[src/rtl/pcc_pkg.sv]
// Shared types and constants of the palette color cycler.
`default_nettype none

package pcc_pkg;

	localparam int COMP_W      = 6;
	localparam int INDEX_W     = 8;
	localparam int SIZE_W      = INDEX_W + 1;
	localparam int WEIGHT_W    = 16;
	localparam int CFG_INDEX_W = 2;
	localparam int CFG_DATA_W  = 8;
	localparam int OUTQ_DEPTH  = 8;

	typedef enum logic [1:0] {
		FUNC_LOAD   = 2'd0,
		FUNC_TICK   = 2'd1,
		FUNC_READ   = 2'd2,
		FUNC_REWIND = 2'd3
	} func_t;

	typedef enum logic [CFG_INDEX_W-1:0] {
		REG_FIRST_INDEX       = 2'd0,
		REG_LAST_INDEX        = 2'd1,
		REG_CYCLE_DELAY       = 2'd2,
		REG_REVERSE_DIRECTION = 2'd3
	} cfg_reg_t;

	typedef struct packed {
		logic [COMP_W-1:0] red;
		logic [COMP_W-1:0] green;
		logic [COMP_W-1:0] blue;
	} color_t;

	typedef struct packed {
		logic [INDEX_W-1:0] first;
		logic [INDEX_W-1:0] last;
		logic               ranged;
		logic [SIZE_W-1:0]  size;
		logic               blend_en;
	} range_t;

	typedef struct packed {
		logic                busy;
		logic [INDEX_W-1:0]  offset_now;
		logic [INDEX_W-1:0]  offset_next;
		logic [WEIGHT_W-1:0] weight;
	} rot_t;

endpackage

`default_nettype wire

[src/rtl/pcc_outq.sv]
// Output queue of finished colors.
`default_nettype none

module pcc_outq
	import pcc_pkg::*;
(
	input  wire logic   clk,
	input  wire logic   arst_n,
	input  wire logic   push,
	input  wire color_t push_data,
	input  wire logic   pop,
	output logic        valid,
	output color_t      head
);

	localparam int PW = $clog2(OUTQ_DEPTH);

	color_t        slot_q [OUTQ_DEPTH];
	logic [PW-1:0] wr_ptr_q;
	logic [PW-1:0] rd_ptr_q;
	logic [PW:0]   count_q;

	always_ff @(posedge clk or negedge arst_n) begin
		if (!arst_n) begin
			wr_ptr_q <= '0;
			rd_ptr_q <= '0;
			count_q  <= '0;
		end else begin
			if (push) begin
				wr_ptr_q <= wr_ptr_q + 1'b1;
			end
			if (pop) begin
				rd_ptr_q <= rd_ptr_q + 1'b1;
			end
			count_q <= count_q + (PW + 1)'(push) - (PW + 1)'(pop);
		end
	end

	always_ff @(posedge clk) begin
		if (push) begin
			slot_q[wr_ptr_q] <= push_data;
		end
	end

	assign valid = count_q != '0;
	assign head  = slot_q[rd_ptr_q];

endmodule

`default_nettype wire

[config.mk]
export PLATFORM = sky130hd
export DESIGN_NAME = pcc_outq
export DESIGN_NICKNAME = d
export VERILOG_FILES = /design/src/rtl/pcc_pkg.sv /design/src/rtl/pcc_outq.sv
export SDC_FILE = /design/constraint.sdc
export NUM_CORES = 1
export LEC_CHECK = 0
export ABC_CLOCK_PERIOD_IN_PS = 3500
export BUFFER_PORTS_ARGS = -buffer_cell sky130_fd_sc_hd__buf_2
export CORE_UTILIZATION = 23
export CTS_CLUSTER_SIZE = 25
export DETAILED_ROUTE_END_ITERATION = 8
export PLACE_DENSITY = 0.43
export SLEW_MARGIN = 25
export SYNTH_ARGS = -nofsm -noshare
export SYNTH_HDL_FRONTEND = slang
export SYNTH_SLANG_ARGS = --single-unit
export TNS_END_PERCENT = 5
[constraint.sdc]
create_clock -name clk -period 3.5 [get_ports clk]
set_clock_uncertainty 0.2 [all_clocks]
set_input_delay 0.175 -clock clk [delete_from_list [all_inputs] [get_ports clk]]
set_output_delay 0.175 -clock clk [all_outputs]
set_load 0.005 [all_outputs]
; Word-level counts from Yosys, hierarchy flattened
; Memory sizes are Yosys's and may differ from the RTL's.
; Index checks and enable logic that the tools add are counted.
[word_totals]
output_inout_bits = 19
elab_cells = 11
memories = 1
inputBits = 22
reg_bits = 10
ram_bits = 144
[classes]
reduce_logical = 1
add_sub_neg = 4
mux = 2
[memory_table]
columns = name, words, word_bits, rd, rd_clocked_by_memory_dff, write_ports, line
row1 = slot_q, 8, 18, 1, 0, 1, pcc_outq.sv:18  ; color_t slot_q [OUTQ_DEPTH];
[op_table]
columns = operator, count
row1 = $add A3 B1 Y3 const B, 2
row2 = $add A4 B1 Y4, 1
row3 = $reduce_bool A4 Y1, 1
row4 = $sub A4 B1 Y4, 1
row5 = $mux W1, 2

; Logic depth before layout (Yosys ltp)
; Gate-level depths: netlist (run 1).
[logic_depth]
word_depth = 2
mapped_depth = 7
mapped_depth_nobuf = 7

; Worst setup path after synthesis (run 1)
; Ideal clock, no wire load.
[synth_timing]
path_kind = flip-flop to flip-flop
from = reg wr_ptr_q[1]
to = mem slot_q[0][0] in the netlist's numbering (enable)
path_buffers = 0
arrival_time_ns = 1.841
stages_incl_launch_ff = 3
t_required_ns = 2.884
path_slack_ns = 1.043
cell_sequence = dfrtp_1 -> nand2b_1 -> nor3_1
[synth_lines]
columns = element, line
row1 = "start, declared", pcc_outq.sv:19  ; logic [PW-1:0] wr_ptr_q;
row2 = "start signal, assigned", pcc_outq.sv:30  ; wr_ptr_q <= wr_ptr_q + 1'b1;
row3 = "end, declared", pcc_outq.sv:18
; Straight into the memory's write port.

==> results.ini, run 1 <==
[grt]
use_met3 = 0.0288
overflow = 0
use_met1 = 0.119
grt_usage = 0.102
grt_max_degree = 23
grt_pass1_vias = 3060
grtUsageMet2 = 0.175
grt.busiest_layer = met2
grt_pass1_wl_um = 19100
antenna_found_initial = 0

[power]
power.leakage_nw = 2.58
finalPower_mw = 5.93
power_density_nw_per_um2 = 787
ir_worst_vdd_mv = 0.212

[floorplanning]
rows = 59
core_area_um2 = 25900
die-height_um = 164
dieWidth_um = 164
die_area_um2 = 27000
initial_utilization = 0.234
io_pins = 41

[clocking]
cts_buffer_depth = 2
cts_made_buffers = 17
cts_num_sinks = 154
cts_root_buf = clkbuf_16
cts_tree = built
insertion_delay_ps = 430
postCtsSetupBuffers = 0
clkTransAtPathRegs_ps = 70
htreeDepth = 4

[worst_hold_path]
hp-class = input port to flop

[layout]
syn2layout_area_growth_pct = 24.4
multiInputGateArea_um2 = 1410
drive_gt1_frac = 0.340
diodes = 0
nNetsFinal = 370
regArea_um2 = 4580
nFillCells = 2533

[logic_synthesis]
synth-seq-area-share = 0.756
synth_top_family_by_area = multiplexers
synthXorXnorAreaFrac = 0.00868
syn_area_um2 = 6050
syn_area_per_cell_um2 = 23.3
syn-num-nets = 290
synth.distinct_cells = 21
ys_ff_latch = 154
synth_compound_area_frac = 0.00207
ys_warn_count = 0
yosys.area_share.simple = 0.0118
synthCells = 260
synth_fa_ha_area_frac = 0.0178
synthMuxAreaShare = 0.187

[place]
place_congestion = 0.630
port-buffer-count = 40
place_hpwl_um = 7070

[setup_path]
crit_path_cell_trace = buf_12 > mux4_1 > mux2_2 > buf_2
rr_startpoint = wr_ptr_q[0]$_DFFE_PN0P_
path_max_fanout = 22
r2r_end = slot_q[6][16]$_DFFE_PP_
slowest_stage = dfrtp_2
r2r_slack_ps = 1310
worstSetupPathType = flop to output port
rr_worst_depth = 3
required_ps = 3120
cp-end-kind = output port
startpoint = rd_ptr_q[0]$_DFFE_PN0P_
crit_path_max_incr_delay_ps = 720
start_kind = flop
cp-endpoint = head[4]
arrival_ps = 2470

[detailed_routing]
wl_per_cell_um = 18.2
routed_wl_um = 12500
drc = 0
ant_nets = 0
vias = 2773
firstDrtPassIters = 4
via_per_inst = 4.03
drtIter0Drc = 134

[timing]
setup_viol = 0
rsz0062_at_grt = false
finalSetupTns_ps = 0
finalHoldViolations = 0
maxSlewViolCount = 0
final.min_clock_period_ps = 2840
relSlewSlack = 0.459
tightest_slew_ps = 810
fmax_mhz = 352
period_share = 0.812

[flow_run]
drv_cap = 0

[run_status]
status = completed

==> cell families after synthesis <==
family | after synthesis
AOI/OAI and AO/OA | 2
DFF | 154
muxes | 56
adders and majority gates | 8
xor gates and xnor gates | 6
and+or+nand+nor | 16
buffers and inverters | 18
==> power breakdown <==
group	internal, mW	total, mW	switching [mW]
Combinational	0.870	1.62	0.752
Clock	0.946	1.77	0.821
Sequential	2.33	2.54	0.202
==> per-layer routing <==
layer | wire [um] | up-vias
met3 | 418 | 20
li1 | - | 1258
met2 | 6400 | 47
met5 | 0 | -
met4 | 203 | 0
met1 | 5470 | 1448
==> cells in the final DEF (no fill, tap or decap), types with 2 or more instances in the layout <==
cell type,count
buf_12,2
buf_2,40
buf_4,7
clkbuf_16,17
clkinv_4,3
clkinv_8,3
dfrtp_1,9
dlygate4sd3_1,22
edfxtp_1,144
ha_1,7
inv_1,8
inv_6,5
inv_8,2
mux2_2,20
mux4_1,26
mux4_2,10
nand2_1,4
nand2b_1,3
nor2_2,4
nor2_4,2
nor3_2,2
xnor2_1,3
xor2_1,3
==> layout make-up <==
cell class / instances / area share
Inverter: 8 / 0.00399
Timing Repair Buffer: 71 / 0.0681
Sequential cell: 154 / 0.608
Clock inverter: 15 / 0.0204
Tap cell: 335 / 0.0557
Multi-Input combinational cell: 88 / 0.188
Clock buffer: 17 / 0.0565
==> what timing repair did <==
| action | 4_1_cts | 5_1_grt |
|---|---|---|
| hold buffers | 22 | 0 |
| hold endpoints to repair | 161 | 0 |
| gates resized for setup | 0 | 0 |
==> sequential cells by signal, summed over array words and instances, names as in the netlist <==
register,cells
rd_ptr_q,3
wr_ptr_q,3
slot_q,144
count_q,4
==> cells in the mapped netlist (all sizes together) <==
| master | count | share of area |
|---|---|---|
| nand3 | 1 | 0.00083 |
| xor2 | 3 | 0.0043 |
| mux4 | 36 | 0.15 |
| ha | 7 | 0.014 |
| nand2b | 3 | 0.0031 |
| clkbuf | 3 | 0.0019 |
| fa | 1 | 0.0033 |
| nor2 | 6 | 0.0037 |
| a21o | 1 | 0.0012 |
| nor3 | 2 | 0.0017 |
| xnor2 | 3 | 0.0043 |
| buf | 7 | 0.0097 |
| nand2 | 4 | 0.0025 |
| dfrtp | 10 | 0.041 |
| edfxtp | 144 | 0.71 |
| inv | 8 | 0.0050 |
| mux2 | 20 | 0.037 |
| a21oi | 1 | 0.00083 |
==> how the worst min path moves through the flow <==
stage                                   end  depth (start not counted)    startpoint  slack (ps)
global route         slot_q[1][8]$_DFFE_PP_                          2  push_data[8]         370
CTS                  slot_q[1][8]$_DFFE_PP_                          2  push_data[8]         340
floorplan              count_q[0]$_DFF_PN0_                          0        arst_n        -320
global placement       count_q[0]$_DFF_PN0_                          1        arst_n        -140
finish              rd_ptr_q[0]$_DFFE_PN0P_                          3           pop         350
detailed placement     count_q[0]$_DFF_PN0_                          1        arst_n        -130
==> critical path: cells and delay by family (launching register included) <==
kind,cells,cell delay (ps)
DFF,1,720
buffers and inverters,2,410
muxes,2,890
==> metrics by stage <==
stage | util | worst slack, ps | std cells | hold slack, ps | area, um^2
after floorplan | - | 1040 | 260 | -321 | 6050
after global placement | 0.260 | 1080 | 634 | -139 | 6730
after detailed placement | 0.260 | 1060 | 634 | -131 | 6730
after CTS | 0.291 | 591 | 688 | 342 | 7530
after global routing | 0.291 | 536 | 688 | 366 | 7530
final | 0.291 | 659 | 688 | 350 | 7530
Note: power is estimated with default switching activity, not from simulation.
==> inputs of run 2 (changes only) <==
--- a/config.mk
+++ b/config.mk
@@ -5,12 +5,12 @@
 export SDC_FILE = /design/constraint.sdc
 export NUM_CORES = 1
 export LEC_CHECK = 0
-export ABC_CLOCK_PERIOD_IN_PS = 3500
+export ABC_CLOCK_PERIOD_IN_PS = 2600
 export BUFFER_PORTS_ARGS = -buffer_cell sky130_fd_sc_hd__buf_2
 export CORE_UTILIZATION = 23
 export CTS_CLUSTER_SIZE = 25
 export DETAILED_ROUTE_END_ITERATION = 8
-export PLACE_DENSITY = 0.43
+export PLACE_DENSITY = 0.45
 export SLEW_MARGIN = 25
 export SYNTH_ARGS = -nofsm -noshare
 export SYNTH_HDL_FRONTEND = slang
==> constraint.sdc (replaced) <==
create_clock -name clk -period 2.6 [get_ports clk]
set_clock_uncertainty 0.2 [all_clocks]
set_input_delay 0.13 -clock clk [delete_from_list [all_inputs] [get_ports clk]]
set_output_delay 0.13 -clock clk [all_outputs]
set_load 0.005 [all_outputs]
==> run 2 against run 1 <==
Compared with the run above: core utilization shrank 0.072 points; worst setup slack lost 520 ps; register-to-register slack lost 550 ps; die area is the same; critical path depth is the same; flip-flop and latch count is the same; combinational power grew 46%; global-route usage shrank 0.43 points; via count grew 0.65%; wire length shrank 3.9%; largest power group unchanged; highest routed layer unchanged.
==> results.ini, run 2 (synthesis gave the netlist of run 1 again) <==
[run_status]
status = completed

[layout]
drive_gt1_frac = 0.331  ; -0.00943
top_register = slot_q
fin_util = 0.290  ; -0.000724
largest_register_ffs = 144  ; unchanged
final_cell_mix = edfxtp_1, buf_2, mux4_1
syn2layout_area_growth_pct = 24.1
final_common_cell = edfxtp_1
nNetsFinal = 373  ; +0.81%
nFillCells = 2547  ; +0.55%
reg.largest.list = slot_q: 144 flops, count_q: 4 flops

[clocking]
cts_buffer_depth = 2  ; unchanged
htreeDepth = 4  ; unchanged
cts_made_buffers = 17  ; unchanged
cts_num_sinks = 154  ; unchanged
cts_tree = built
clkTransAtPathRegs_ps = 60  ; about the same
postCtsSetupBuffers = 0  ; unchanged
cts_root_buf = clkbuf_16
insertion_delay_ps = 410  ; -20 ps

[floorplanning]
die_area_um2 = 27000  ; unchanged
die-height_um = 164  ; unchanged
io_pins = 41  ; unchanged
rows = 59  ; unchanged
dieWidth_um = 164  ; unchanged
core_area_um2 = 25900  ; unchanged
initial_utilization = 0.234  ; unchanged

[setup_path]
crit_path_max_incr_delay_ps = 620  ; -100 ps
slowest_stage = mux4_1
required_ps = 2270  ; -850 ps
arrival_ps = 2130  ; -340 ps
crit_path_cell_trace = buf_12 > mux4_1 > mux2_2 > buf_2
start_kind = flop
path_max_fanout = 38  ; +73%
cp-end-kind = output port
worstSetupPathType = flop to output port

[detailed_routing]
drc = 0  ; unchanged
ant_nets = 0  ; unchanged
vias = 2791  ; +0.65%
firstDrtPassIters = 4  ; unchanged
drtIter0Drc = 124  ; -7.5%
via_per_inst = 4.04  ; +0.21%
wl_per_cell_um = 17.4  ; -4.3%
routed_wl_um = 12000  ; -3.9%

[timing]
rsz0062_at_grt = false
period_share = 0.945
finalHoldViolations = 0  ; unchanged
relSlewSlack = 0.703  ; +0.244
finalSetupTns_ps = 0  ; unchanged
maxSlewViolCount = 0  ; unchanged
fmax_mhz = 407
setup_viol = 0  ; unchanged
tightest_slew_ps = 444  ; -366 ps
final.min_clock_period_ps = 2460

[grt]
grt_usage = 0.0973  ; -0.00428
antenna_found_initial = 2  ; +2
overflow = 0  ; unchanged
grt_pass1_wl_um = 18300  ; -4.5%
grt_pass1_vias = 3059  ; -0.033%
grt_max_degree = 39  ; +70%

[power]
power_density_nw_per_um2 = 1030  ; +31%
ir_worst_vdd_mv = 0.422  ; +99%
power.leakage_nw = 2.56  ; -0.61%

[place]
place_hpwl_um = 6890  ; -2.5%
port-buffer-count = 40  ; unchanged
place_congestion = 0.656  ; +4.0%

[worst_hold_path]
hp-class = input port to flop

[flow_run]
drv_cap = 0  ; unchanged

[run 2: changes by cell type in the layout (fill, tap and decap cells not counted)]
cell | before | now
buf_12 | 2 | 6
buf_4 | 7 | 6
clkbuf_1 | 0 | 3
clkinv_1 | 0 | 1
clkinv_2 | 1 | 6
clkinv_4 | 3 | 0
clkinv_8 | 3 | 0
clkinvlp_4 | 1 | 3
diode_2 | 0 | 2
inv_6 | 5 | 0
inv_8 | 2 | 0
nor2_2 | 4 | 6
nor2_4 | 2 | 0
[run 2: repair_timing]
| action | in CTS | in global routing |
|---|---|---|
| hold buffers | 22 | 0 |
| gates resized for setup | 0 | 0 |
| endpoints found under the setup margin | 0 | 0 |
| endpoints found under the hold margin | 161 | 0 |
[run 2: cell type report]
cell class / instances / area [um^2] / share of cell area
clock buffer: 20 / 437 / 0.0581
antenna: 2 / 5.00 / 0.000666
multi-input combinational: 88 / 1400 / 0.187
inverter: 8 / 30.0 / 0.00400
timing repair buffer: 74 / 586 / 0.0780
tap: 335 / 419 / 0.0558
sequential: 154 / 4580 / 0.609
clock inverter: 10 / 56.3 / 0.00750
[run 2: layer usage]
layer	routed length, um	up-vias	track usage
met5	0	-	0
li1	-	1264	-
met2	5680	45	0.152
met4	154	0	0.0366
met3	435	14	0.0328
met1	5730	1468	0.124
[run 2: worst paths after layout]
path | cells after the start | slack (ps) | endpoint | from
max | 4 | 140 | head[12] | rd_ptr_q[0]$_DFFE_PN0P_
min | 3 | 310 | rd_ptr_q[0]$_DFFE_PN0P_ | pop
max reg2reg | 3 | 760 | slot_q[4][11]$_DFFE_PP_ | wr_ptr_q[1]$_DFFE_PN0P_
min reg2reg | 1 | 370 | wr_ptr_q[1]$_DFFE_PN0P_ | wr_ptr_q[1]$_DFFE_PN0P_
max in group asynchronous | 3 | 1340 | rd_ptr_q[0]$_DFFE_PN0P_ | arst_n
min in group asynchronous | 3 | 530 | count_q[0]$_DFF_PN0_ | arst_n
[run 2: through the flow]
| step | instances | hold slack, ps | power [mW] | area, um^2 | worst slack [ps] |
|---|---|---|---|---|---|
| floorplan | 260 | -366 | 4.83 | 6050 | 143 |
| global placement | 637 | -199 | 5.68 | 6790 | 560 |
| detailed placement | 637 | -195 | 5.74 | 6790 | 563 |
| CTS | 689 | 304 | 7.88 | 7510 | 103 |
| global route | 691 | 323 | 8.17 | 7510 | 45.1 |
| finish | 691 | 306 | 7.72 | 7510 | 142 |
[run 2: where the power goes]
part           total [mW]  internal [mW]  switching (mW)
Sequential           3.27           3.15           0.123
Clock                2.10           1.19           0.904
Combinational        2.36           1.21            1.15
Total                7.72           5.55            2.17
[run 2: critical path, delay by kind of cell, from the launching register on]
kind	cells	cell delay (ps)
flops	1	370
buf+inv	2	420
mux	2	910
