[src/rtl/pcc_pkg.sv]
// Shared types and constants of the palette color cycler.
`default_nettype none

package pcc_pkg;

	localparam int COMP_W      = 6;
	localparam int INDEX_W     = 8;
	localparam int SIZE_W      = INDEX_W + 1;
	localparam int WEIGHT_W    = 16;
	localparam int CFG_INDEX_W = 2;
	localparam int CFG_DATA_W  = 8;
	localparam int OUTQ_DEPTH  = 8;

	typedef enum logic [1:0] {
		FUNC_LOAD   = 2'd0,
		FUNC_TICK   = 2'd1,
		FUNC_READ   = 2'd2,
		FUNC_REWIND = 2'd3
	} func_t;

	typedef enum logic [CFG_INDEX_W-1:0] {
		REG_FIRST_INDEX       = 2'd0,
		REG_LAST_INDEX        = 2'd1,
		REG_CYCLE_DELAY       = 2'd2,
		REG_REVERSE_DIRECTION = 2'd3
	} cfg_reg_t;

	typedef struct packed {
		logic [COMP_W-1:0] red;
		logic [COMP_W-1:0] green;
		logic [COMP_W-1:0] blue;
	} color_t;

	typedef struct packed {
		logic [INDEX_W-1:0] first;
		logic [INDEX_W-1:0] last;
		logic               ranged;
		logic [SIZE_W-1:0]  size;
		logic               blend_en;
	} range_t;

	typedef struct packed {
		logic                busy;
		logic [INDEX_W-1:0]  offset_now;
		logic [INDEX_W-1:0]  offset_next;
		logic [WEIGHT_W-1:0] weight;
	} rot_t;

endpackage

`default_nettype wire

[src/rtl/pcc_div.sv]
// Iterative restoring divider, one quotient bit per cycle.
`default_nettype none

module pcc_div #(
	parameter int NUM_W = 16,
	parameter int DEN_W = 8
) (
	input  wire logic             clk,
	input  wire logic             arst_n,
	input  wire logic             start,
	input  wire logic [NUM_W-1:0] dividend,
	input  wire logic [DEN_W-1:0] divisor,
	output logic                  busy,
	output logic      [NUM_W-1:0] quotient,
	output logic      [DEN_W-1:0] remainder
);

	localparam int CNT_W = $clog2(NUM_W + 1);

	logic [NUM_W-1:0] quo_q;
	logic [DEN_W-1:0] rem_q;
	logic [DEN_W-1:0] den_q;
	logic [CNT_W-1:0] cnt_q;
	logic [DEN_W:0]   trial;
	logic [DEN_W:0]   diff;
	logic             fits;

	always_comb begin
		trial = {rem_q, quo_q[NUM_W-1]};
		diff  = trial - {1'b0, den_q};
		fits  = trial >= {1'b0, den_q};
	end

	always_ff @(posedge clk or negedge arst_n) begin
		if (!arst_n) begin
			cnt_q <= '0;
		end else if (start) begin
			cnt_q <= CNT_W'(NUM_W);
		end else if (cnt_q != '0) begin
			cnt_q <= cnt_q - 1'b1;
		end
	end

	always_ff @(posedge clk) begin
		if (start) begin
			quo_q <= dividend;
			rem_q <= '0;
			den_q <= divisor;
		end else if (cnt_q != '0) begin
			quo_q <= {quo_q[NUM_W-2:0], fits};
			rem_q <= fits ? diff[DEN_W-1:0] : trial[DEN_W-1:0];
		end
	end

	assign busy      = cnt_q != '0;
	assign quotient  = quo_q;
	assign remainder = rem_q;

	a_start_busy: assert property (@(posedge clk) disable iff (!arst_n)
		start |=> busy)
		else $error("divider idle after start");

endmodule

`default_nettype wire

[src/rtl/pcc_rot.sv]
// Configuration, rotation offset, tick count and derived offset and blend weight.
`default_nettype none

module pcc_rot
	import pcc_pkg::*;
(
	input  wire logic                   clk,
	input  wire logic                   arst_n,
	input  wire logic                   cfg_write,
	input  wire logic [CFG_INDEX_W-1:0] cfg_index,
	input  wire logic [CFG_DATA_W-1:0]  cfg_data,
	input  wire logic                   tick,
	input  wire logic                   rewind,
	output range_t                      rng,
	output rot_t                        rot
);

	logic [INDEX_W-1:0]  first_q;
	logic [INDEX_W-1:0]  last_q;
	logic [INDEX_W-1:0]  delay_q;
	logic                reverse_q;
	logic [INDEX_W-1:0]  offset_q;
	logic [INDEX_W-1:0]  tick_q;
	logic                go_q;

	logic [INDEX_W-1:0]  eff_delay;
	logic [SIZE_W-1:0]   tick_inc;
	logic [SIZE_W-1:0]   size_m1;
	logic [SIZE_W-1:0]   off_inc;
	logic [SIZE_W-1:0]   mod_den;
	logic [SIZE_W-1:0]   mod_rem;
	logic [WEIGHT_W-1:0] wt_quo;
	logic                mod_busy;
	logic                wt_busy;
	logic [INDEX_W-1:0]  o1;

	always_comb begin
		eff_delay    = (delay_q == '0) ? INDEX_W'(1) : delay_q;
		rng.first    = first_q;
		rng.last     = last_q;
		rng.ranged   = last_q >= first_q;
		rng.size     = rng.ranged ? ({1'b0, last_q} - {1'b0, first_q} + SIZE_W'(1)) : '0;
		rng.blend_en = rng.size > SIZE_W'(2);
		mod_den      = rng.ranged ? rng.size : SIZE_W'(1);
		size_m1      = rng.size - SIZE_W'(1);
		o1           = mod_rem[INDEX_W-1:0];
		off_inc      = {1'b0, o1} + SIZE_W'(1);
		tick_inc     = {1'b0, tick_q} + SIZE_W'(1);
		rot.busy     = go_q | mod_busy | wt_busy;
		rot.offset_now = o1;
		if (reverse_q) begin
			rot.offset_next = (o1 == '0) ? size_m1[INDEX_W-1:0] : o1 - 1'b1;
		end else begin
			rot.offset_next = (off_inc == rng.size) ? '0 : off_inc[INDEX_W-1:0];
		end
		rot.weight = wt_quo;
	end

	always_ff @(posedge clk or negedge arst_n) begin
		if (!arst_n) begin
			first_q   <= '0;
			last_q    <= '0;
			delay_q   <= INDEX_W'(1);
			reverse_q <= 1'b0;
			offset_q  <= '0;
			tick_q    <= '0;
			go_q      <= 1'b1;
		end else begin
			go_q <= cfg_write | tick | rewind;
			if (cfg_write) begin
				unique case (cfg_reg_t'(cfg_index))
					REG_FIRST_INDEX:       first_q   <= cfg_data[INDEX_W-1:0];
					REG_LAST_INDEX:        last_q    <= cfg_data[INDEX_W-1:0];
					REG_CYCLE_DELAY:       delay_q   <= cfg_data[INDEX_W-1:0];
					REG_REVERSE_DIRECTION: reverse_q <= cfg_data[0];
				endcase
			end
			if (rewind) begin
				offset_q <= '0;
				tick_q   <= '0;
			end else if (tick) begin
				if (tick_inc < {1'b0, eff_delay}) begin
					tick_q <= tick_inc[INDEX_W-1:0];
				end else begin
					tick_q <= '0;
					if (rng.ranged) begin
						offset_q <= rot.offset_next;
					end
				end
			end
		end
	end

	pcc_div #(
		.NUM_W(INDEX_W),
		.DEN_W(SIZE_W)
	) u_mod (
		.clk      (clk),
		.arst_n   (arst_n),
		.start    (go_q),
		.dividend (offset_q),
		.divisor  (mod_den),
		.busy     (mod_busy),
		.quotient (),
		.remainder(mod_rem)
	);

	pcc_div #(
		.NUM_W(WEIGHT_W),
		.DEN_W(INDEX_W)
	) u_weight (
		.clk      (clk),
		.arst_n   (arst_n),
		.start    (go_q),
		.dividend ({tick_q, 8'h00}),
		.divisor  (eff_delay),
		.busy     (wt_busy),
		.quotient (wt_quo),
		.remainder()
	);

	a_tick_busy: assert property (@(posedge clk) disable iff (!arst_n)
		(tick || rewind || cfg_write) |=> rot.busy)
		else $error("state change without recompute");

	a_offset_reduced: assert property (@(posedge clk) disable iff (!arst_n)
		(!rot.busy && rng.ranged) |-> ({1'b0, rot.offset_now} < rng.size))
		else $error("offset not reduced into range");

endmodule

`default_nettype wire

[config.mk]
export PLATFORM = sky130hd
export DESIGN_NAME = pcc_rot
export DESIGN_NICKNAME = d
export VERILOG_FILES = /design/src/rtl/pcc_pkg.sv /design/src/rtl/pcc_div.sv /design/src/rtl/pcc_rot.sv
export SDC_FILE = /design/constraint.sdc
export NUM_CORES = 1
export LEC_CHECK = 0
export BUFFER_PORTS_ARGS = -buffer_cell sky130_fd_sc_hd__buf_2
export CORE_MARGIN = 5
export CORE_UTILIZATION = 35
export CTS_CLUSTER_DIAMETER = 30
export CTS_CLUSTER_SIZE = 16
export DETAILED_ROUTE_END_ITERATION = 12
export PLACE_DENSITY = 0.59
export SETUP_SLACK_MARGIN = 0.15
export SLEW_MARGIN = 20
export SYNTH_ARGS = -nofsm -noshare
export SYNTH_HDL_FRONTEND = slang
export SYNTH_SLANG_ARGS = --single-unit
[constraint.sdc]
create_clock -name clk -period 8.6 [get_ports clk]
set_input_delay 1.72 -clock clk [delete_from_list [all_inputs] [get_ports clk]]
set_output_delay 1.72 -clock clk [all_outputs]
set_load 0.02 [all_outputs]
== Yosys cells after proc, flatten, opt, wreduce, memory -nomap -nowiden ==
Cells that the tools add are included.
Storage, ports and cells
  register bits: 109
  input bits: 15
  output and inout port bits: 60
  word-level logic and storage cells: 76
Cells by class
  $add $sub $neg: 10
  magnitude comparators: 5
  equal/unequal tests: 5
  multiplexer cells: 22
  bitwise gates (word level): 4
  reduce and logical (&&, ||, !) cells: 14
Operators by type and width (count)
  $mux 8: 14
  $mux 16: 2
  $add 8x1->9 const B: 2
  $mux 9: 2
  $logic_not 8->1: 2
  $sub 8x1->8 const B: 2
  $ge 10x9->1: 1
  $mux 5: 2
  $add 9x1->9 const B: 1
  $eq 9x9->1: 1
  $ge 9x8->1: 1
  $gt 9x2->1 const B: 1
  $lt 9x8->1: 1
  $sub 8x8->9: 1
  $sub 9x9->9: 1
  $ge 8x8->1: 1
  $mux 4: 2
  $reduce_and 2->1: 4
  $reduce_bool 2->1: 4
  $sub 8x8->8: 1
  $reduce_bool 5->1: 1
  $sub 5x1->5 const B: 1
  $eq 2x2->1 const B: 2
  $or 1x1->1: 4
  6 further kinds: 6

== Logic depth before layout (Yosys ltp) ==
  depth in word-level cells: 10
  gate-level depth with buffers: 20
  gate-level depth less buffers: 17

== Hierarchy ==
A second synthesis with hierarchy kept.
Second synthesis, totals
  cells, all modules: 785
  area, all modules: 7445.9 µm²
By module, submodules not included
  pcc_rot: instances 1, cells each 437, area an instance 3713.6 µm², seq. area each 1053.5 µm²
  pcc_div (u_weight): instances 1, cells each 187, area an instance 2030.7 µm², seq. area each 1006.0 µm²
  pcc_div (u_mod): instances 1, cells each 161, area an instance 1701.6 µm², seq. area each 790.8 µm²

== Least setup slack after synthesis ==
Ideal clock, no wire load.
  path type: register to output
  from: register first_q[2]
  to: output rot[22] (netlist bit)
  arrival time: 3626 ps
  required time: 6880 ps
  setup slack: 3254 ps
  stages on the path, launching flop included: 18
  path buffers: 3
  path through: dfrtp_1 > inv_1 > ha_1 > inv_1 > fa_1 > a21o_1 > o21a_1 > buf_2 > inv_2 > clkbuf_1 > clkbuf_1 > and2_1 > mux2i_1 > ha_1 > and4b_1 > xnor2_1 > nand2_1 > o21ai_0
RTL lines
  start, declared: RTL line pcc_rot.sv:18  | logic [INDEX_W-1:0] first_q;
  start signal, assigned: RTL line pcc_rot.sv:72  | REG_FIRST_INDEX: first_q <= cfg_data[INDEX_W-1:0];
  end, declared: RTL line pcc_rot.sv:15  | output rot_t rot

==> metrics.txt <==
status=finished clean; Slew @ Worst Pin=~0.87 ns; combinational share of power=0.480; Slew Limit Headroom=0.416; met3 WL=roughly 840 um; final routed DRC violation total=0; htree depth=3; number of nets with antenna violations after routing=0; Synth Area in Compound Gates=0.168; mux contribution to synthesized area=0.0565; Setup CP Type=flop to output port; Clk network pwr share=0.209; DRT iter0 DRCs=about 240; PwrDens=about 270 nW/um^2; root buf cell=clkbuf_16; FILL cells=1991; post-synth net total=about 830; antenna cell count=0; post-synth top area share=0.176; Critical Path Fanout Max=22; metal2 WL=around 7700 um; PortBufs=between 70 and 80; Pint=around 1200 uW; Seq/Total Area, Yosys=0.397; Vias/cell=5.08; hold path start=u_weight.remainder[7]; simple-gate share of the synthesized area=0.171; worst skew pair latency=approximately 0.35 ns; cts hold-fix bufs=0; number of global-route vias before repair=5400; Syn-to-layout area delta=11.9%; largest family of logic cells by synthesized area=simple AND/OR/NAND/NOR gates; CP Cell Sequence=ha_1 -> fa_1 -> a31oi_1 -> o21a_1 -> inv_2 -> and2_1 -> mux2i_1 -> ha_1 -> nand2_1 -> a31oi_1 -> a221oi_1 -> a21oi_1 -> nand2_1 -> o21ai_1 -> buf_2; Setup Fix Bufs, Post-CTS=0; WP depth=15; Starting Density=0.358; Core ar.=just under 20000 um^2; Max Clock Skew=approximately 0.014 ns; mapped cell area=between 6000 and 7000 um^2; reg2reg end=offset_q[4]; largest area contributor in the netlist=dfrtp_1; R2R Setup Slk=4.95 ns; Max-cap violations=0; startpoint types=flop; Main synth FF type=dfrtp_1; DRT Pass-1 Iters=5; CTS tree=built; leakage power=between 0.003 and 0.004 uW; WHS Endpoint=u_weight.remainder[7]; RSZ-0062 raised after global routing=no; Critical Path AT=between 4 and 5 ns; peak supply drop=between 0.1 and 0.15 mV; Mapped Cells=roughly 760; Chip Width=~150 um; vias=~5400; Hold Path Class=flop to flop; FP Rows=~50; CP delay by family, top=compound AO/OA/AOI/OAI gates; pre-CTS setup slack=approximately 3.3 ns; count of cell types in the netlist=77; total CTS buffers=9; CP bufs+invs=2; CTS Sinks=approximately 110; clock period minus worst slack=5.78 ns; WHS Path Cells=2; nets=869; highest achievable clock rate=roughly 170 MHz; Met1 Routed Length=slightly above 8000 um; Crit. End Element=output port; synth top area cells=dfrtp_1 (18%), edfxtp_1 (14%), ha_1 (8.4%); largest net degree at the start of global routing=between 70 and 80; sw frac=0.419; CP startpoint=last_q[6]; total gr overflow=0; r2r worst-path depth=14; DIE AREA=~23000 um^2; CTS resizes=0; dpl hpwl=between 10000 and 15000 um; Worst R2R Start=last_q[6]; Post-Synth XOR/XNOR Area=0.0437; Post-Synth Adder-Cell Area=0.101; initial antenna violation count=0; Final Hold Fails=0; layout cells sized above 1=0.174; Yosys reg bits=about 110; share of total power in sequential cells=0.312; Slew Limit Fails=0; fraction of registers with async set/reset=0.468; Worst EP required=roughly 7 ns; Post-Syn Area per Cell=9.21 um^2; DR WL/cell=16.0 um; CTS clk-pin slew, worst paths=0.08 ns; sw power=around 870 uW; setup TNS=0 ns; EDFF count, synth=33; PnR worst setup slack=between 2 and 3 ns; total I/O pin count=75; slowest stage cell, crit path=o21a_1; final wirelength=approximately 17000 um; Final Setup Violations=0; period utilization=0.672; critical path's largest stage delay=~0.62 ns; Ys Warns=0; uppermost layer routed=met4; GRT Total Usage=0.155; first-pass GRT wire length=about 28000 um; routability cong.=0.888; Clock Tree Buf Depth=2; die height=151 um
==> state kept, by name, indices dropped and copies added, names as in the netlist <==
| name | cells |
|---|---|
| delay_q | 8 |
| first_q | 8 |
| go_q | 1 |
| last_q | 8 |
| offset_q | 8 |
| reverse_q | 1 |
| tick_q | 8 |
| u_mod.cnt_q | 4 |
| u_mod.den_q | 9 |
| u_mod.quotient | 8 |
| u_mod.remainder | 9 |
| u_weight.cnt_q | 5 |
| u_weight.den_q | 8 |
| u_weight.quotient | 16 |
| u_weight.remainder | 8 |
==> worst reg2reg max path, cell delays in order, from the launching register on <==
cell	delay, ns
dfrtp_1	0.41
ha_1	0.24
fa_1	0.36
a31oi_1	0.19
o21a_1	0.62
inv_2	0.33
and2_1	0.27
mux2i_1	0.15
ha_1	0.23
nand2_1	0.06
a31oi_1	0.19
a221oi_1	0.11
a21oi_1	0.20
a22oi_1	0.08
o21ai_0	0.12
==> power by group through the flow <==
stage / clock, uW / sequential, uW / combinational, uW
after floorplan: 0 / 657 / 734
after global placement: 0 / 654 / 986
after detailed placement: 0 / 657 / 989
after CTS: 449 / 646 / 994
after global routing: 468 / 654 / 1100
final: 433 / 645 / 994
==> per-stage QoR <==
| step | cells | total power (uW) | hold WS [ns] | utilization | area (um^2) |
|---|---|---|---|---|---|
| detailed placement | 1055 | 1650 | 0.449 | 0.384 | 7500 |
| finish | 1071 | 2070 | 0.455 | 0.400 | 7810 |
| CTS | 1071 | 2090 | 0.457 | 0.400 | 7810 |
| floorplan | 758 | 1390 | 0.426 | - | 6980 |
| global route | 1071 | 2220 | 0.470 | 0.400 | 7810 |
| global placement | 1055 | 1640 | 0.446 | 0.384 | 7500 |
==> worst max-delay path by stage <==
stage | end | slack [ns]
after floorplan | rot[22] | 3.25
after global placement | rot[20] | 3.38
after detailed placement | rot[20] | 3.29
after CTS | rot[20] | 2.88
after global routing | rot[20] | 2.52
final | rot[20] | 2.82
==> synth_stat cells, drive strengths merged, types with 16 or more instances <==
master  number
buf         16
clkbuf      30
edfxtp      33
a211oi      17
mux2        27
o21ai       52
ha          47
nand3       19
a21oi       35
inv         60
dfrtp       49
nand2       86
dfxtp       25
xnor2       25
nor2        56
==> per-layer routing <==
layer | global-route usage | vias up
li1 | - | 2743
met1 | 0.215 | 2561
met2 | 0.240 | 115
met3 | 0.0350 | 19
met4 | 0.0485 | 0
met5 | 0 | -
==> kinds of logic (layout without fill, tap and decap cells) <==
| kind of cell | after synthesis | in the layout |
|---|---|---|
| AOI/OAI and AO/OA | 174 | 174 |
| adders and majority gates | 53 | 53 |
| and+or+nand+nor | 246 | 246 |
| xor gates and xnor gates | 34 | 34 |
| DFF | 109 | 109 |
| muxes | 36 | 36 |
| buffers and inverters | 106 | 154 |
==> area by class of cell <==
| type | count | area [um^2] | area share |
|---|---|---|---|
| clock buffers | 10 | 250 | 0.0320 |
| clock inverters | 6 | 62.6 | 0.00801 |
| inverters | 60 | 225 | 0.0288 |
| multi-input cells | 543 | 3770 | 0.483 |
| flip-flops and latches | 109 | 2770 | 0.355 |
| well taps | 265 | 332 | 0.0424 |
| repair buffers | 78 | 400 | 0.0513 |
==> cells in the final DEF (no fill, tap or decap), drive strengths merged, types with 4 or more instances in the layout <==
cell / Yosys / layout
o211ai: 6 / 6
nand3: 19 / 19
nand2: 86 / 86
ha: 47 / 47
nor4: 4 / 4
a21oi: 35 / 35
xor2: 9 / 9
and2: 14 / 14
o22ai: 5 / 5
a21o: 8 / 8
or2: 4 / 4
nor2b: 9 / 9
a22o: 4 / 4
edfxtp: 33 / 33
clkbuf: 30 / 10
dfxtp: 25 / 25
o31ai: 4 / 4
buf: 16 / 78
a211o: 5 / 5
fa: 6 / 6
a22oi: 5 / 5
o21ai: 52 / 52
dfrtp: 49 / 49
nand2b: 12 / 12
inv: 60 / 63
a211oi: 17 / 17
xnor2: 25 / 25
a31oi: 7 / 7
and3: 5 / 5
a2111oi: 4 / 4
mux2i: 9 / 9
nor3: 13 / 13
nand4: 4 / 4
or3: 8 / 8
mux2: 27 / 27
nor2: 56 / 56
No activity file was read; power rests on OpenSTA's default activity.
